### src/rtl/char_lcd_bus_write_sequencer_unit_assert.svh
// assertion helpers for the lcd bus write sequencer
// both expect clk and rst to be in scope
`ifndef CHAR_LCD_BUS_WRITE_SEQUENCER_UNIT_ASSERT_SVH
`define CHAR_LCD_BUS_WRITE_SEQUENCER_UNIT_ASSERT_SVH

// same-cycle implication
`define LCDSEQ_ASSERT_SAME(label, trig, prop, msg) \
  label: assert property (@(posedge clk) disable iff (rst) (trig) |-> (prop)) \
    else $error(msg);

// next-cycle implication
`define LCDSEQ_ASSERT_NEXT(label, trig, prop, msg) \
  label: assert property (@(posedge clk) disable iff (rst) (trig) |=> (prop)) \
    else $error(msg);

`endif

### src/rtl/lcdseq_pkg.sv
`default_nettype none

package lcdseq_pkg;

  typedef enum logic [2:0] {
    OP_INIT   = 3'd0,
    OP_CMD    = 3'd1,
    OP_DATA   = 3'd2,
    OP_GOTO   = 3'd3,
    OP_NUMBER = 3'd4
  } lcdseq_op_t;

  typedef struct packed {
    logic [2:0]         opcode;
    logic [7:0]         byte_value;
    logic [3:0]         row;
    logic [4:0]         column;
    logic signed [15:0] number;
  } lcdseq_req_t;

  typedef struct packed {
    logic       register_select;
    logic [7:0] bus_value;
    logic [5:0] wait_before_ms;
    logic [4:0] settle_ms;
    logic       last;
  } lcdseq_strobe_t;

  // one byte to be written, before it is split into strobes
  typedef struct packed {
    logic       rs;
    logic [7:0] value;
    logic [5:0] wait_ms;
    logic [1:0] extra_ms;
    logic       one_strobe;
  } lcdseq_desc_t;

  typedef struct packed {
    logic       load_req;
    logic       conv_step;
    logic       emit;
    logic [2:0] byte_idx;
    logic       nib_lo;
    logic       last;
  } lcdseq_cmd_t;

  typedef struct packed {
    logic       is_num;
    logic       mag_lt10;
    logic [2:0] byte_count;
    logic       two_strobes;
    logic       out_free;
  } lcdseq_status_t;

  localparam logic [7:0]  FUNC_SET_8    = 8'h38;
  localparam logic [7:0]  FUNC_SET_4    = 8'h28;
  localparam logic [7:0]  WAKE_4BIT     = 8'h20;
  localparam logic [7:0]  DISPLAY_ON    = 8'h0F;
  localparam logic [7:0]  CLEAR_DISPLAY = 8'h01;
  localparam logic [7:0]  ENTRY_MODE    = 8'h06;
  localparam logic [7:0]  ROW1_BASE     = 8'h80;
  localparam logic [7:0]  ROW2_BASE     = 8'hC0;
  localparam logic [7:0]  CHAR_MINUS    = 8'h2D;
  localparam logic [7:0]  CHAR_ZERO     = 8'h30;
  localparam logic [5:0]  POWER_UP_WAIT = 6'd35;
  localparam logic [4:0]  BYTE_SETTLE   = 5'd20;
  localparam logic [4:0]  NIBBLE_SETTLE = 5'd5;
  localparam logic [15:0] DEC_BASE      = 16'd10;
  localparam logic [16:0] DIV10_RECIP   = 17'd52429;
  localparam int          DIV10_SHIFT   = 19;
  localparam logic [2:0]  MAX_DIGITS    = 3'd5;
  localparam logic [2:0]  INIT_BYTES_8  = 3'd4;
  localparam logic [2:0]  INIT_BYTES_4  = 3'd5;

  // init byte list; four-bit mode starts with a single wake strobe
  function automatic lcdseq_desc_t init_desc(input logic [2:0] idx, input logic nibble_bus);
    lcdseq_desc_t d;
    logic [2:0]   k;
    d = '0;
    k = nibble_bus ? idx - 3'd1 : idx;
    if (nibble_bus && idx == 3'd0) begin
      d.value      = WAKE_4BIT;
      d.one_strobe = 1'b1;
    end else begin
      case (k)
        3'd0: begin
          d.value   = nibble_bus ? FUNC_SET_4 : FUNC_SET_8;
          d.wait_ms = nibble_bus ? 6'd0 : POWER_UP_WAIT;
        end
        3'd1: begin
          d.value    = DISPLAY_ON;
          d.extra_ms = 2'd1;
        end
        3'd2: begin
          d.value    = CLEAR_DISPLAY;
          d.extra_ms = 2'd2;
        end
        3'd3: begin
          d.value    = ENTRY_MODE;
          d.extra_ms = 2'd1;
        end
        default: d = '0;
      endcase
    end
    return d;
  endfunction

endpackage

`default_nettype wire

### src/rtl/lcdseq_ctrl.sv
`default_nettype none

module lcdseq_ctrl import lcdseq_pkg::*; (
  input  wire logic           clk,
  input  wire logic           rst,
  input  wire logic           in_valid,
  output logic                in_ready,
  input  wire lcdseq_status_t status,
  output lcdseq_cmd_t         cmd
);

  typedef enum logic [1:0] {
    S_IDLE,
    S_START,
    S_CONV,
    S_EMIT
  } state_t;

  state_t     state;
  logic [2:0] byte_idx;
  logic       nib_lo;
  logic       last_byte;

  assign in_ready  = (state == S_IDLE);
  assign last_byte = (byte_idx == status.byte_count - 3'd1);

  always_comb begin
    cmd           = '0;
    cmd.load_req  = in_ready && in_valid;
    cmd.conv_step = (state == S_CONV);
    cmd.emit      = (state == S_EMIT) && (status.byte_count != 3'd0) && status.out_free;
    cmd.byte_idx  = byte_idx;
    cmd.nib_lo    = nib_lo;
    cmd.last      = last_byte && (!status.two_strobes || nib_lo);
  end

  always_ff @(posedge clk) begin
    if (rst) begin
      state    <= S_IDLE;
      byte_idx <= '0;
      nib_lo   <= 1'b0;
    end else begin
      case (state)
        S_IDLE: begin
          byte_idx <= '0;
          nib_lo   <= 1'b0;
          if (cmd.load_req) state <= S_START;
        end
        S_START: begin
          state <= status.is_num ? S_CONV : S_EMIT;
        end
        S_CONV: begin
          if (status.mag_lt10) state <= S_EMIT;
        end
        S_EMIT: begin
          if (status.byte_count == 3'd0) begin
            state <= S_IDLE;
          end else if (cmd.emit) begin
            if (cmd.last) begin
              state <= S_IDLE;
            end else if (status.two_strobes && !nib_lo) begin
              nib_lo <= 1'b1;
            end else begin
              nib_lo   <= 1'b0;
              byte_idx <= byte_idx + 3'd1;
            end
          end
        end
        default: state <= S_IDLE;
      endcase
    end
  end

`include "char_lcd_bus_write_sequencer_unit_assert.svh"

  `LCDSEQ_ASSERT_SAME(a_idle_no_emit, state == S_IDLE, !cmd.emit, "strobe issued while idle")
  `LCDSEQ_ASSERT_NEXT(a_last_to_idle, cmd.emit && cmd.last, state == S_IDLE, "no idle after last")
  `LCDSEQ_ASSERT_SAME(a_low_nibble_mode, cmd.emit && cmd.nib_lo, status.two_strobes,
                      "low nibble in byte mode")
  `LCDSEQ_ASSERT_SAME(a_idx_range, cmd.emit, byte_idx < status.byte_count,
                      "byte index past end of request")

endmodule

`default_nettype wire

### src/rtl/lcdseq_dp.sv
`default_nettype none

module lcdseq_dp import lcdseq_pkg::*; (
  input  wire logic           clk,
  input  wire logic           rst,
  input  wire logic           cfg_wr_en,
  input  wire logic           cfg_wr_data,
  input  wire lcdseq_req_t    in_req,
  input  wire lcdseq_cmd_t    cmd,
  output lcdseq_status_t      status,
  output logic                out_valid,
  input  wire logic           out_ready,
  output lcdseq_strobe_t      out_strobe
);

  logic          bus_mode;
  lcdseq_req_t   req;
  logic [15:0]   mag;
  logic [2:0]    ndig;
  logic [3:0]    dig [MAX_DIGITS];
  logic [32:0]   prod;
  logic [15:0]   quo;
  logic [15:0]   rem_full;
  logic [15:0]   in_mag;
  logic          neg;
  logic [2:0]    didx;
  logic [3:0]    dval;
  logic [2:0]    cnt;
  lcdseq_desc_t  desc;
  logic          two;

  // divide by ten through the reciprocal
  assign prod     = {17'd0, mag} * {16'd0, DIV10_RECIP};
  assign quo      = 16'(prod >> DIV10_SHIFT);
  assign rem_full = mag - ((quo << 3) + (quo << 1));
  assign in_mag   = in_req.number[15] ? 16'(-in_req.number) : 16'(in_req.number);
  assign neg      = req.number[15];

  always_ff @(posedge clk) begin
    if (rst) begin
      bus_mode <= 1'b1;
    end else if (cfg_wr_en) begin
      bus_mode <= cfg_wr_data;
    end
  end

  always_ff @(posedge clk) begin
    if (cmd.load_req) begin
      req  <= in_req;
      mag  <= in_mag;
      ndig <= '0;
    end else if (cmd.conv_step) begin
      dig[ndig] <= rem_full[3:0];
      mag       <= quo;
      ndig      <= ndig + 3'd1;
    end
  end

  always_comb begin
    didx = ndig - 3'd1 - (cmd.byte_idx - {2'b00, neg});
    dval = (didx < MAX_DIGITS) ? dig[didx] : 4'd0;
    desc = '0;
    cnt  = '0;
    case (req.opcode)
      OP_INIT: begin
        desc = init_desc(cmd.byte_idx, bus_mode);
        cnt  = bus_mode ? INIT_BYTES_4 : INIT_BYTES_8;
      end
      OP_CMD: begin
        desc.value = req.byte_value;
        cnt        = 3'd1;
      end
      OP_DATA: begin
        desc.rs    = 1'b1;
        desc.value = req.byte_value;
        cnt        = 3'd1;
      end
      OP_GOTO: begin
        if (req.row >= 4'd1 && req.row <= 4'd2 && req.column >= 5'd1 && req.column <= 5'd16)
        begin
          desc.value = ((req.row == 4'd1) ? ROW1_BASE : ROW2_BASE)
                       + {3'b000, req.column} - 8'd1;
          cnt        = 3'd1;
        end
      end
      OP_NUMBER: begin
        desc.rs    = 1'b1;
        desc.value = (neg && cmd.byte_idx == 3'd0) ? CHAR_MINUS : CHAR_ZERO + {4'd0, dval};
        cnt        = ndig + {2'b00, neg};
      end
      default: cnt = '0;
    endcase
  end

  assign two = bus_mode && !desc.one_strobe;

  always_comb begin
    status             = '0;
    status.is_num      = (req.opcode == OP_NUMBER);
    status.mag_lt10    = (mag < DEC_BASE);
    status.byte_count  = cnt;
    status.two_strobes = two;
    status.out_free    = !out_valid || out_ready;
  end

  always_ff @(posedge clk) begin
    if (rst) begin
      out_valid <= 1'b0;
    end else if (cmd.emit) begin
      out_valid <= 1'b1;
    end else if (out_ready) begin
      out_valid <= 1'b0;
    end
  end

  always_ff @(posedge clk) begin
    if (cmd.emit) begin
      out_strobe.register_select <= desc.rs;
      out_strobe.last            <= cmd.last;
      if (!two) begin
        out_strobe.bus_value      <= desc.value;
        out_strobe.wait_before_ms <= desc.wait_ms;
        out_strobe.settle_ms      <= BYTE_SETTLE + {3'b000, desc.extra_ms};
      end else if (!cmd.nib_lo) begin
        out_strobe.bus_value      <= {desc.value[7:4], 4'b0000};
        out_strobe.wait_before_ms <= desc.wait_ms;
        out_strobe.settle_ms      <= NIBBLE_SETTLE;
      end else begin
        out_strobe.bus_value      <= {desc.value[3:0], 4'b0000};
        out_strobe.wait_before_ms <= 6'd0;
        out_strobe.settle_ms      <= NIBBLE_SETTLE + {3'b000, desc.extra_ms};
      end
    end
  end

endmodule

`default_nettype wire

### src/rtl/char_lcd_bus_write_sequencer_unit.sv
// the first strobe is registered in the emit state, after the start state and,
// for numbers, the digit conversion (one decimal digit per cycle through the
// divide-by-ten multiplier)
// throughput: one strobe per cycle while the receiver takes them, up to 12 per
// request; the next request is taken only once the previous one is done
// reset: rst synchronous active high, bus_mode returns to four-bit nibble mode
`default_nettype none

module char_lcd_bus_write_sequencer_unit import lcdseq_pkg::*; (
  input  wire logic        clk,
  input  wire logic        rst,
  // configuration: bus_mode register, 0 eight-bit, 1 four-bit
  input  wire logic        cfg_wr_en,
  input  wire logic        cfg_wr_data,
  // request channel
  input  wire logic        in_valid,
  output logic             in_ready,
  input  wire lcdseq_req_t in_req,
  // strobe channel, one strobe per valid/ready handshake
  output logic             out_valid,
  input  wire logic        out_ready,
  output lcdseq_strobe_t   out_strobe
);

  // command and status between the sequencer fsm and the datapath
  lcdseq_cmd_t    cmd;
  lcdseq_status_t status;

  // fsm: idle -> start -> (digit conversion for numbers) -> emit strobes
  // a request is taken only in idle; the output register lets the last
  // strobe wait downstream while the next request comes in
  lcdseq_ctrl u_ctrl (
    .clk      (clk),
    .rst      (rst),
    .in_valid (in_valid),
    .in_ready (in_ready),
    .status   (status),
    .cmd      (cmd)
  );

  // datapath: request register, decimal digit extraction, byte list
  // selection, nibble split and the output strobe register
  lcdseq_dp u_dp (
    .clk         (clk),
    .rst         (rst),
    .cfg_wr_en   (cfg_wr_en),
    .cfg_wr_data (cfg_wr_data),
    .in_req      (in_req),
    .cmd         (cmd),
    .status      (status),
    .out_valid   (out_valid),
    .out_ready   (out_ready),
    .out_strobe  (out_strobe)
  );

endmodule

`default_nettype wire

### config.mk
export PLATFORM = sky130hd
export DESIGN_NAME = char_lcd_bus_write_sequencer_unit
export DESIGN_NICKNAME = d
export VERILOG_FILES = /design/src/rtl/lcdseq_pkg.sv /design/src/rtl/lcdseq_ctrl.sv /design/src/rtl/lcdseq_dp.sv /design/src/rtl/char_lcd_bus_write_sequencer_unit.sv
export VERILOG_INCLUDE_DIRS = /design/src /design/src/rtl
export SDC_FILE = /design/constraint.sdc
export NUM_CORES = 1
export LEC_CHECK = 0
export ABC_AREA = 1
export BUFFER_PORTS_ARGS = -buffer_cell sky130_fd_sc_hd__buf_2
export CAP_MARGIN = 15
export CORE_ASPECT_RATIO = 1.2
export CORE_MARGIN = 4
export CORE_UTILIZATION = 50
export CTS_CLUSTER_DIAMETER = 60
export DETAILED_ROUTE_END_ITERATION = 12
export GPL_ROUTABILITY_DRIVEN = 0
export PLACE_DENSITY = 0.68
export RECOVER_POWER = 100
export SETUP_SLACK_MARGIN = 0.15
export SLEW_MARGIN = 15
export SYNTH_ARGS = -nofsm -noshare
export SYNTH_HDL_FRONTEND = slang
export SYNTH_HIERARCHICAL = 1
export SYNTH_SLANG_ARGS = --single-unit
### constraint.sdc
create_clock -name clk -period 6.7 [get_ports clk]
set_clock_uncertainty 0.05 [all_clocks]
set_input_delay 0.335 -clock clk [delete_from_list [all_inputs] [get_ports clk]]
set_output_delay 0.335 -clock clk [all_outputs]
set_load 0.1 [all_outputs]
==> impl_metrics.tcl, run 1 <==
set metrics [dict create \
    outcome "complete, but fails checks" \
    failed_checks "max-capacitance violations, max-slew violations" \
    setup_tns_ns 0 \
    firstDrtPassIters 5 \
    num_rows 56 \
    post_cts_resized 0 \
    die_area_sq_um 22200 \
    worstPathCellList "inv_1, ha_1, fa_1, inv_1, fa_1, fa_1, inv_1, fa_1, fa_1, ha_1, a21oi_1, o21a_1, nand2_1, inv_1, nand3_1, and2_0, ha_1, xnor2_1, inv_1, nand3_1, nand3_1, nand2_1, inv_1" \
    finalSetupViolations 0 \
    reg2regPathDepth 23 \
    die_y_um 162 \
    cpPeakStageDelay_ns 0.55 \
    crit_fanout 7 \
    period_needed_ns 6.14 \
    synth_area_sq_um 9930 \
    ant_nets 0 \
    min_path_cells 1 \
    synth-main-ff-cell "edfxtp_1" \
    hold_buffers 0 \
    gr-total-overflow 0 \
    grt_pass1_vias 7898 \
    async_flop_share_pct 0 \
    num_io_pins 65 \
    crit_top_cell "inv_1" \
    synthCells 1172 \
    cts_sinks 84 \
    yosys-top-cells-area "edfxtp_1 (22%), ha_1 (20%), fa_1 (17%)" \
    maxSlewHeadroom_pct -14.4 \
    fillers 1808 \
    wire_per_inst_um 16.1 \
    synth_top_area_share_pct 22.1 \
    clk_path_buf_depth 2 \
    synth-seq-area-share_pct 24.3 \
    critical_path_class "register to register" \
    rsz0062_at_grt "no" \
    antenna_found_initial 1 \
    gr-usage-all-layers_pct 23.0 \
    drt_wl_total_um 24300 \
    final-seq-area_sq_um 2410 \
    synth_edf_count 73 \
    postSynthAreaPerCell_sq_um 8.47 \
    cts_buffers 9 \
    tritoncts "built" \
    crit_path_end_kind "register" \
    dpl.hpwl_um 21000 \
    diodes 0 \
    cp_slowest_cell "fa_1" \
    fin_cells 1504 \
    finalNetCount 1522 \
    cp.required_ns 6.74 \
    io_buffers 61 \
    fin_util_pct 54.9 \
    period_share_pct 91.6 \
    grt_max_degree 35 \
    clk_latency_ns 0.34 \
    cts-root-buf "clkbuf_16" \
    ys_ff_latch 84 \
    startpoint_type "register" \
    yosysTopAreaCell "edfxtp_1" \
    dr_total_vias 7646 \
    cts-htree-levels 3 \
    dp.cells 1488 \
    drt_iter0_markers 375 \
    start_util_pct 50.8 \
    area_growth_pct 7.96 \
    worst_pin_slew_ns 1.72 \
    die-width_um 137 \
    viasPerCell 5.08 \
    drv_cap 1 \
    core_sq_um 19500 \
    drive_gt1_share_pct 8.13 \
    fmax_mhz 163 \
    multiInputGateArea_sq_um 6360 \
    hp-class "input pin to register" \
    arrival_ns 6.18 \
    clkTransAtPathRegs_ns 0.06 \
    synth_warnings 6 \
    cts_setup_buffers 0 \
    drc_errors 0 \
    hold_viol 0 \
    grt_pass1_wl_um 39400 \
    slew_viol_final 35 \
    synth_cell_type_count 45 \
]
## metal layers
metal / global-route usage [%] / vias up / part of all wire, %
met5: 0 / - / 0
met4: 9.58 / 0 / 4.3
met3: 2.87 / 54 / 3.6
met2: 41.9 / 165 / 52
met1: 27.0 / 3576 / 40
li1: - / 3851 / -
## per-stage QoR
stage                     setup slack (ns)  instance area (sq um)  hold WS, ns
after CTS                            0.642                  10800        0.103
after global placement               0.788                  10500        0.456
after global routing                 0.247                  10700       0.0999
after floorplan                       1.11                   9940        0.347
final                                0.563                  10700        0.114
after detailed placement             0.666                  10500        0.456
## area by class of cell
cell class                 count  area share [%]
multi-input combinational    802            59.3
sequential                    84            22.5
inverter                     277            9.70
tap                          261            3.05
timing repair buffer          64            2.68
clock buffer                  10            2.14
clock inverter                 6           0.653
## synth_stat cells (2+ instances only)
| master | n |
|---|---|
| inv_1 | 266 |
| nand2_1 | 209 |
| ha_1 | 160 |
| fa_1 | 82 |
| nor2_1 | 79 |
| edfxtp_1 | 73 |
| nand3_1 | 62 |
| a21oi_1 | 45 |
| o21ai_0 | 39 |
| nand2_2 | 13 |
| dfxtp_1 | 11 |
| inv_2 | 11 |
| xor2_1 | 10 |
| nand4_1 | 9 |
| o21ai_1 | 9 |
| nand3_2 | 8 |
| nor3_1 | 8 |
| buf_4 | 7 |
| xnor2_1 | 7 |
| a21oi_2 | 6 |
| nand3b_1 | 6 |
| nor2_2 | 6 |
| a21o_1 | 5 |
| o21ai_2 | 4 |
| o22ai_1 | 4 |
| nor2_4 | 3 |
| nor3_2 | 3 |
| o211ai_1 | 3 |
| o21bai_1 | 3 |
| a21boi_0 | 2 |
| a31oi_1 | 2 |
| and2_1 | 2 |
| buf_2 | 2 |
| clkbuf_1 | 2 |
## placed cells by master (no fill, tap or decap), drive strengths merged, types with 7 or more instances in the layout
cell type | Yosys | layout
nand4 | 10 | 10
xnor2 | 7 | 7
ha | 160 | 160
nand2 | 222 | 222
clkbuf | 2 | 36
dfxtp | 11 | 11
o21ai | 52 | 52
a21oi | 52 | 52
nor3 | 11 | 11
nor2 | 89 | 89
nand3 | 70 | 70
fa | 82 | 82
inv | 277 | 279
buf | 9 | 38
xor2 | 10 | 10
edfxtp | 73 | 73
## sequential cells by signal, indices dropped and copies added, names as in the netlist
signal	count
u_ctrl/nib_lo	1
u_dp/bus_mode	1
u_ctrl/byte_idx	3
u_dp/out_strobe	16
u_dp/req	20
u_dp/ndig	3
u_dp/dig	20
u_dp/mag	16
u_dp/neg	1
u_dp/out_valid	1
u_ctrl/state	2
## cells by family after synthesis
logic type	after synthesis	synth area share, %
other	1	0.0378
DFF	84	24.3
xor gates and xnor gates	17	1.50
adders and majority gates	242	36.7
buffers and inverters	288	11.2
and+or+nand+nor	412	18.7
AOI/OAI and AO/OA	128	7.57
## critical path, delay by kind of cell, from the launching register on
family,cells,cell delay (ns)
buf+inv,6,0.44
xor+xnor,1,0.23
compound gates,2,0.40
flops,1,0.50
fa+ha+maj,8,3.62
simple gates,6,0.65
## final timing paths
kind,slack [ns],start,to
min reg2reg,0.47,u_ctrl/state[1],u_ctrl/state[1]
max,0.56,u_dp/mag[4],u_dp/dig[2][3]
min,0.11,in_req[28],u_dp/req[28]
max reg2reg,0.56,u_dp/mag[4],u_dp/dig[2][3]
Power of run 1 is not shown: default switching activity piles up to over one toggle a cycle in this logic, so the estimate is an artifact.
==> inputs of run 2 (changes only) <==
==> constraint.sdc (replaced) <==
create_clock -name clk -period 6.7 [get_ports clk]
set_clock_uncertainty 0.05 [all_clocks]
set_input_delay 1.34 -clock clk [delete_from_list [all_inputs] [get_ports clk]]
set_output_delay 1.34 -clock clk [all_outputs]
set_load 0.1 [all_outputs]
==> impl_metrics.tcl, run 2 (synthesis gave the netlist of run 1 again) <==
set metrics [dict create \
    slew_viol_final 35 \
    fin_area_sq_um 10700 \
    fin_cells 1504 \
    outcome "complete, but fails checks" \
    r2r-end "u_dp/dig[2][3]" \
    arrival_ns 6.18 \
    num_io_pins 65 \
    hold_viol 0 \
    gr-usage-all-layers_pct 23.0 \
    clk_latency_ns 0.34 \
    drv_cap 1 \
    area_growth_pct 7.95 \
    antenna_found_initial 1 \
    clkTransAtPathRegs_ns 0.06 \
    critical_path_class "register to register" \
    rsz0062_at_grt "no" \
    post_cts_resized 0 \
    worst_pin_slew_ns 1.72 \
    crit_path_end_kind "register" \
    clk_path_buf_depth 2 \
    min_path_cells 2 \
    setup_tns_ns 0 \
    grt_pass1_wl_um 39400 \
    gr-total-overflow 0 \
    startpoint_type "register" \
    wire_per_inst_um 16.1 \
    die_y_um 162 \
    cts_setup_buffers 0 \
    num_rows 56 \
    dr_total_vias 7648 \
    hold_buffers 0 \
    ff2ff_setup_slack_ns 0.56 \
    finalNetCount 1522 \
    firstDrtPassIters 5 \
    reg2regPathDepth 23 \
    reg2reg_from "u_dp/mag[4]" \
    core_sq_um 19500 \
    period_share_pct 91.6 \
    holdPathEnd "u_ctrl/state[1]" \
    grt_max_degree 35 \
    hp-class "register to register" \
    io_buffers 61 \
    die-width_um 137 \
    min_from "u_ctrl/state[1]" \
    drc_errors 0 \
    cp.required_ns 6.74 \
    tritoncts "built" \
    crit_fanout 7 \
    fmax_mhz 163 \
    postPlaceCellArea_sq_um 10500 \
    start_util_pct 50.8 \
    failed_checks "max-capacitance violations, max-slew violations" \
    ant_nets 0 \
    reg_top3 "u_dp/dig x20, u_dp/req x20" \
    diodes 0 \
    cts_buffers 9 \
    final_common_cell "inv_1" \
    drt_wl_total_um 24300 \
    drive_gt1_share_pct 8.13 \
    dpl.hpwl_um 21000 \
    dp.cells 1488 \
    grt_pass1_vias 7898 \
    drt_iter0_markers 375 \
    final_cell_mix "inv_1 (267), nand2_1 (211), ha_1 (160)" \
    maxSlewHeadroom_pct -14.4 \
    viasPerCell 5.09 \
    period_needed_ns 6.14 \
    cts-htree-levels 3 \
    whs_ns 0.471 \
    cts-root-buf "clkbuf_16" \
    die_area_sq_um 22200 \
    cts_sinks 84 \
    finalSetupViolations 0 \
]
==> run 2: worst max path at each step <==
stage                      startpoint             end
final                     u_dp/mag[4]  u_dp/dig[2][3]
after global routing      u_dp/mag[6]  u_dp/dig[4][3]
after CTS                 u_dp/mag[4]  u_dp/dig[1][3]
after detailed placement  u_dp/mag[4]  u_dp/dig[1][3]
after global placement    u_dp/mag[6]  u_dp/dig[3][3]
after floorplan           u_dp/mag[6]  u_dp/dig[0][3]
==> run 2: cell type report <==
type	instances	area (sq um)
fillers	1808	8830
multi-input cells	802	6360
flip-flops and latches	84	2410
inverters	277	1040
well taps	261	327
repair buffers	64	287
clock buffers	10	229
clock inverters	6	70.1
==> run 2: stage by stage <==
stage | util (%) | setup WS, ns
after floorplan | - | 1.11
after global placement | 53.8 | 0.788
after detailed placement | 53.8 | 0.666
after CTS | 55.4 | 0.642
after global routing | 54.8 | 0.247
final | 54.8 | 0.563
==> run 2: per-layer routing <==
layer  track usage (%)  routed length (um)
met5                 0                   0
met3              2.87                 887
met4              9.58                1050
met1              27.0                9640
met2              41.9               12700
==> run 2: critical path, cell delays in order (launching register included) <==
cell      delay (ns)
edfxtp_1        0.50
inv_1           0.11
ha_1            0.39
fa_1            0.55
inv_1           0.05
fa_1            0.50
fa_1            0.55
inv_1           0.06
fa_1            0.53
fa_1            0.52
ha_1            0.37
a21oi_1         0.23
o21a_1          0.17
nand2_1         0.08
inv_1           0.07
nand3_1         0.09
and2_0          0.22
ha_1            0.21
xnor2_1         0.23
inv_1           0.08
nand3_1         0.11
nand3_1         0.08
nand2_1         0.07
inv_1           0.07
Power of run 2 is left out for the same reason.
==> inputs of run 3 (changes only) <==
--- a/config.mk
+++ b/config.mk
@@ -15,7 +15,7 @@
 export CTS_CLUSTER_DIAMETER = 60
 export DETAILED_ROUTE_END_ITERATION = 12
 export GPL_ROUTABILITY_DRIVEN = 0
-export PLACE_DENSITY = 0.68
+export PLACE_DENSITY = 0.7
 export RECOVER_POWER = 100
 export SETUP_SLACK_MARGIN = 0.15
 export SLEW_MARGIN = 15
==> constraint.sdc (replaced) <==
create_clock -name clk -period 5.4 [get_ports clk]
set_clock_uncertainty 0.05 [all_clocks]
set_input_delay 1.08 -clock clk [delete_from_list [all_inputs] [get_ports clk]]
set_output_delay 1.08 -clock clk [all_outputs]
set_load 0.1 [all_outputs]
==> impl_metrics.tcl, run 3 (synthesis gave the netlist of run 1 again) <==
set metrics [dict create \
    clk_latency_ns 0.34 \
    fillers 1632 \
    rsz0062_at_grt "yes" \
    outcome "complete, but fails checks" \
    startpoint_type "register" \
    critPathBufInv 8 \
    gr-usage-all-layers_pct 24.0 \
    wire_per_inst_um 16.6 \
    dpl.hpwl_um 21700 \
    antenna_found_initial 0 \
    io_buffers 61 \
    worst_pin_slew_ns 1.79 \
    reg2reg_from "u_dp/mag[2]" \
    cpPeakStageDelay_ns 0.58 \
    cts_buffers 9 \
    drv_cap 1 \
    diodes 0 \
    reg_top3 "u_dp/dig x20, u_dp/req x20" \
    fin_util_pct 61.8 \
    core_sq_um 19500 \
    critical_path_class "register to register" \
    gr-total-overflow 0 \
    reg2regPathDepth 26 \
    fmax_mhz 179 \
    ant_nets 0 \
    die_area_sq_um 22200 \
    min_from "u_ctrl/nib_lo" \
    fin_ws_ns -0.184 \
    final_cell_mix "inv_1 (245), nand2_1 (191), ha_1 (138)" \
    min_path_cells 2 \
    period_needed_ns 5.58 \
    cp_slowest_cell "fa_1" \
    r2r-end "u_dp/dig[2][3]" \
    drt_iter0_markers 416 \
    cts-root-buf "clkbuf_16" \
    drt_wl_total_um 26600 \
    crit_path_end_kind "register" \
    num_rows 56 \
    grt_pass1_vias 8402 \
    start_util_pct 50.8 \
    cp.required_ns 5.44 \
    finalNetCount 1618 \
    viasPerCell 5.16 \
    drc_errors 0 \
    crit_family "adder cells" \
    cts-htree-levels 3 \
    arrival_ns 5.63 \
    finalSetupViolations 5 \
    hold_buffers 0 \
    hold_viol 0 \
    maxSlewHeadroom_pct -19.1 \
    area_growth_pct 21.7 \
    period_share_pct 103 \
    multiInputGateArea_sq_um 6970 \
    crit_fanout 5 \
    ff2ff_setup_slack_ns -0.18 \
    die-width_um 137 \
    cts_sinks 84 \
    grt_max_degree 35 \
    slew_viol_final 35 \
    clk_path_buf_depth 2 \
    num_io_pins 65 \
    setup_tns_ns -0.913 \
    dr_total_vias 8254 \
    failed_checks "max-capacitance violations, max-slew violations, negative setup slack" \
    die_y_um 162 \
    grt_pass1_wl_um 41400 \
    clkTransAtPathRegs_ns 0.06 \
    tritoncts "built" \
    firstDrtPassIters 6 \
    holdPathEnd "u_ctrl/nib_lo" \
    final-seq-area_sq_um 2410 \
    final_common_cell "inv_1" \
    drive_gt1_share_pct 23.2 \
    hp-class "register to register" \
    crit_top_cell "inv_2" \
]
run 3: cell types whose count changed in the layout (fill, tap and decap cells not counted), moves of 20 or more:
cell     change
buf_4       +89
nand2_1     -20
inv_1       -22
inv_2       +22
ha_1        -22
ha_4        +21
run 3: worst max path at each step:
stage                start             end  cells past startpoint
5_1_grt        u_dp/mag[2]  u_dp/dig[3][3]                     28
2_1_floorplan  u_dp/mag[3]  u_dp/dig[0][3]                     24
4_1_cts        u_dp/mag[9]  u_dp/dig[3][3]                     25
3_5_place_dp   u_dp/mag[3]  u_dp/dig[2][3]                     24
6_report       u_dp/mag[2]  u_dp/dig[2][3]                     26
3_3_place_gp   u_dp/mag[4]  u_dp/dig[2][3]                     24
run 3: timing repair:
item / 4_1_cts / 5_1_grt
buffers inserted: 24 / 8
endpoints found under the hold margin: 0 / 0
setup endpoints to repair: 21 / 28
resized for setup: 39 / 77
pin swaps: 36 / 40
run 3: final cells by class:
class                      instances  area share [%]
clock buffer                      10            1.89
clock inverter                     6           0.600
inverter                         277            8.60
multi-input combinational        802            57.6
sequential                        84            20.0
tap                              261            2.70
timing repair buffer             160            8.62
run 3: worst min-delay path, stage by stage, from the launching register on:
cell	delay [ns]
dfxtp_1	0.32
inv_1	0.10
a21oi_2	0.06
run 3: through the flow:
| step | hold WS [ns] | worst slack, ns | cells | cell area [sq um] |
|---|---|---|---|---|
| 5_1_grt | 0.498 | -0.439 | 1600 | 12100 |
| 3_3_place_gp | 0.453 | -0.0770 | 1552 | 11200 |
| 2_1_floorplan | 0.417 | 0.154 | 1174 | 10100 |
| 3_5_place_dp | 0.456 | -0.167 | 1552 | 11200 |
| 6_report | 0.467 | -0.184 | 1600 | 12100 |
| 4_1_cts | 0.467 | -0.0523 | 1592 | 11800 |
run 3: layer usage:
| layer | wire length (um) | vias to the layer above | track usage (%) |
|---|---|---|---|
| li1 | - | 4054 | - |
| met1 | 9930 | 3859 | 27.4 |
| met2 | 13900 | 250 | 43.5 |
| met3 | 1150 | 91 | 3.15 |
| met4 | 1620 | 0 | 12.1 |
| met5 | 0 | - | 0 |
Power of run 3 is left out for the same reason.
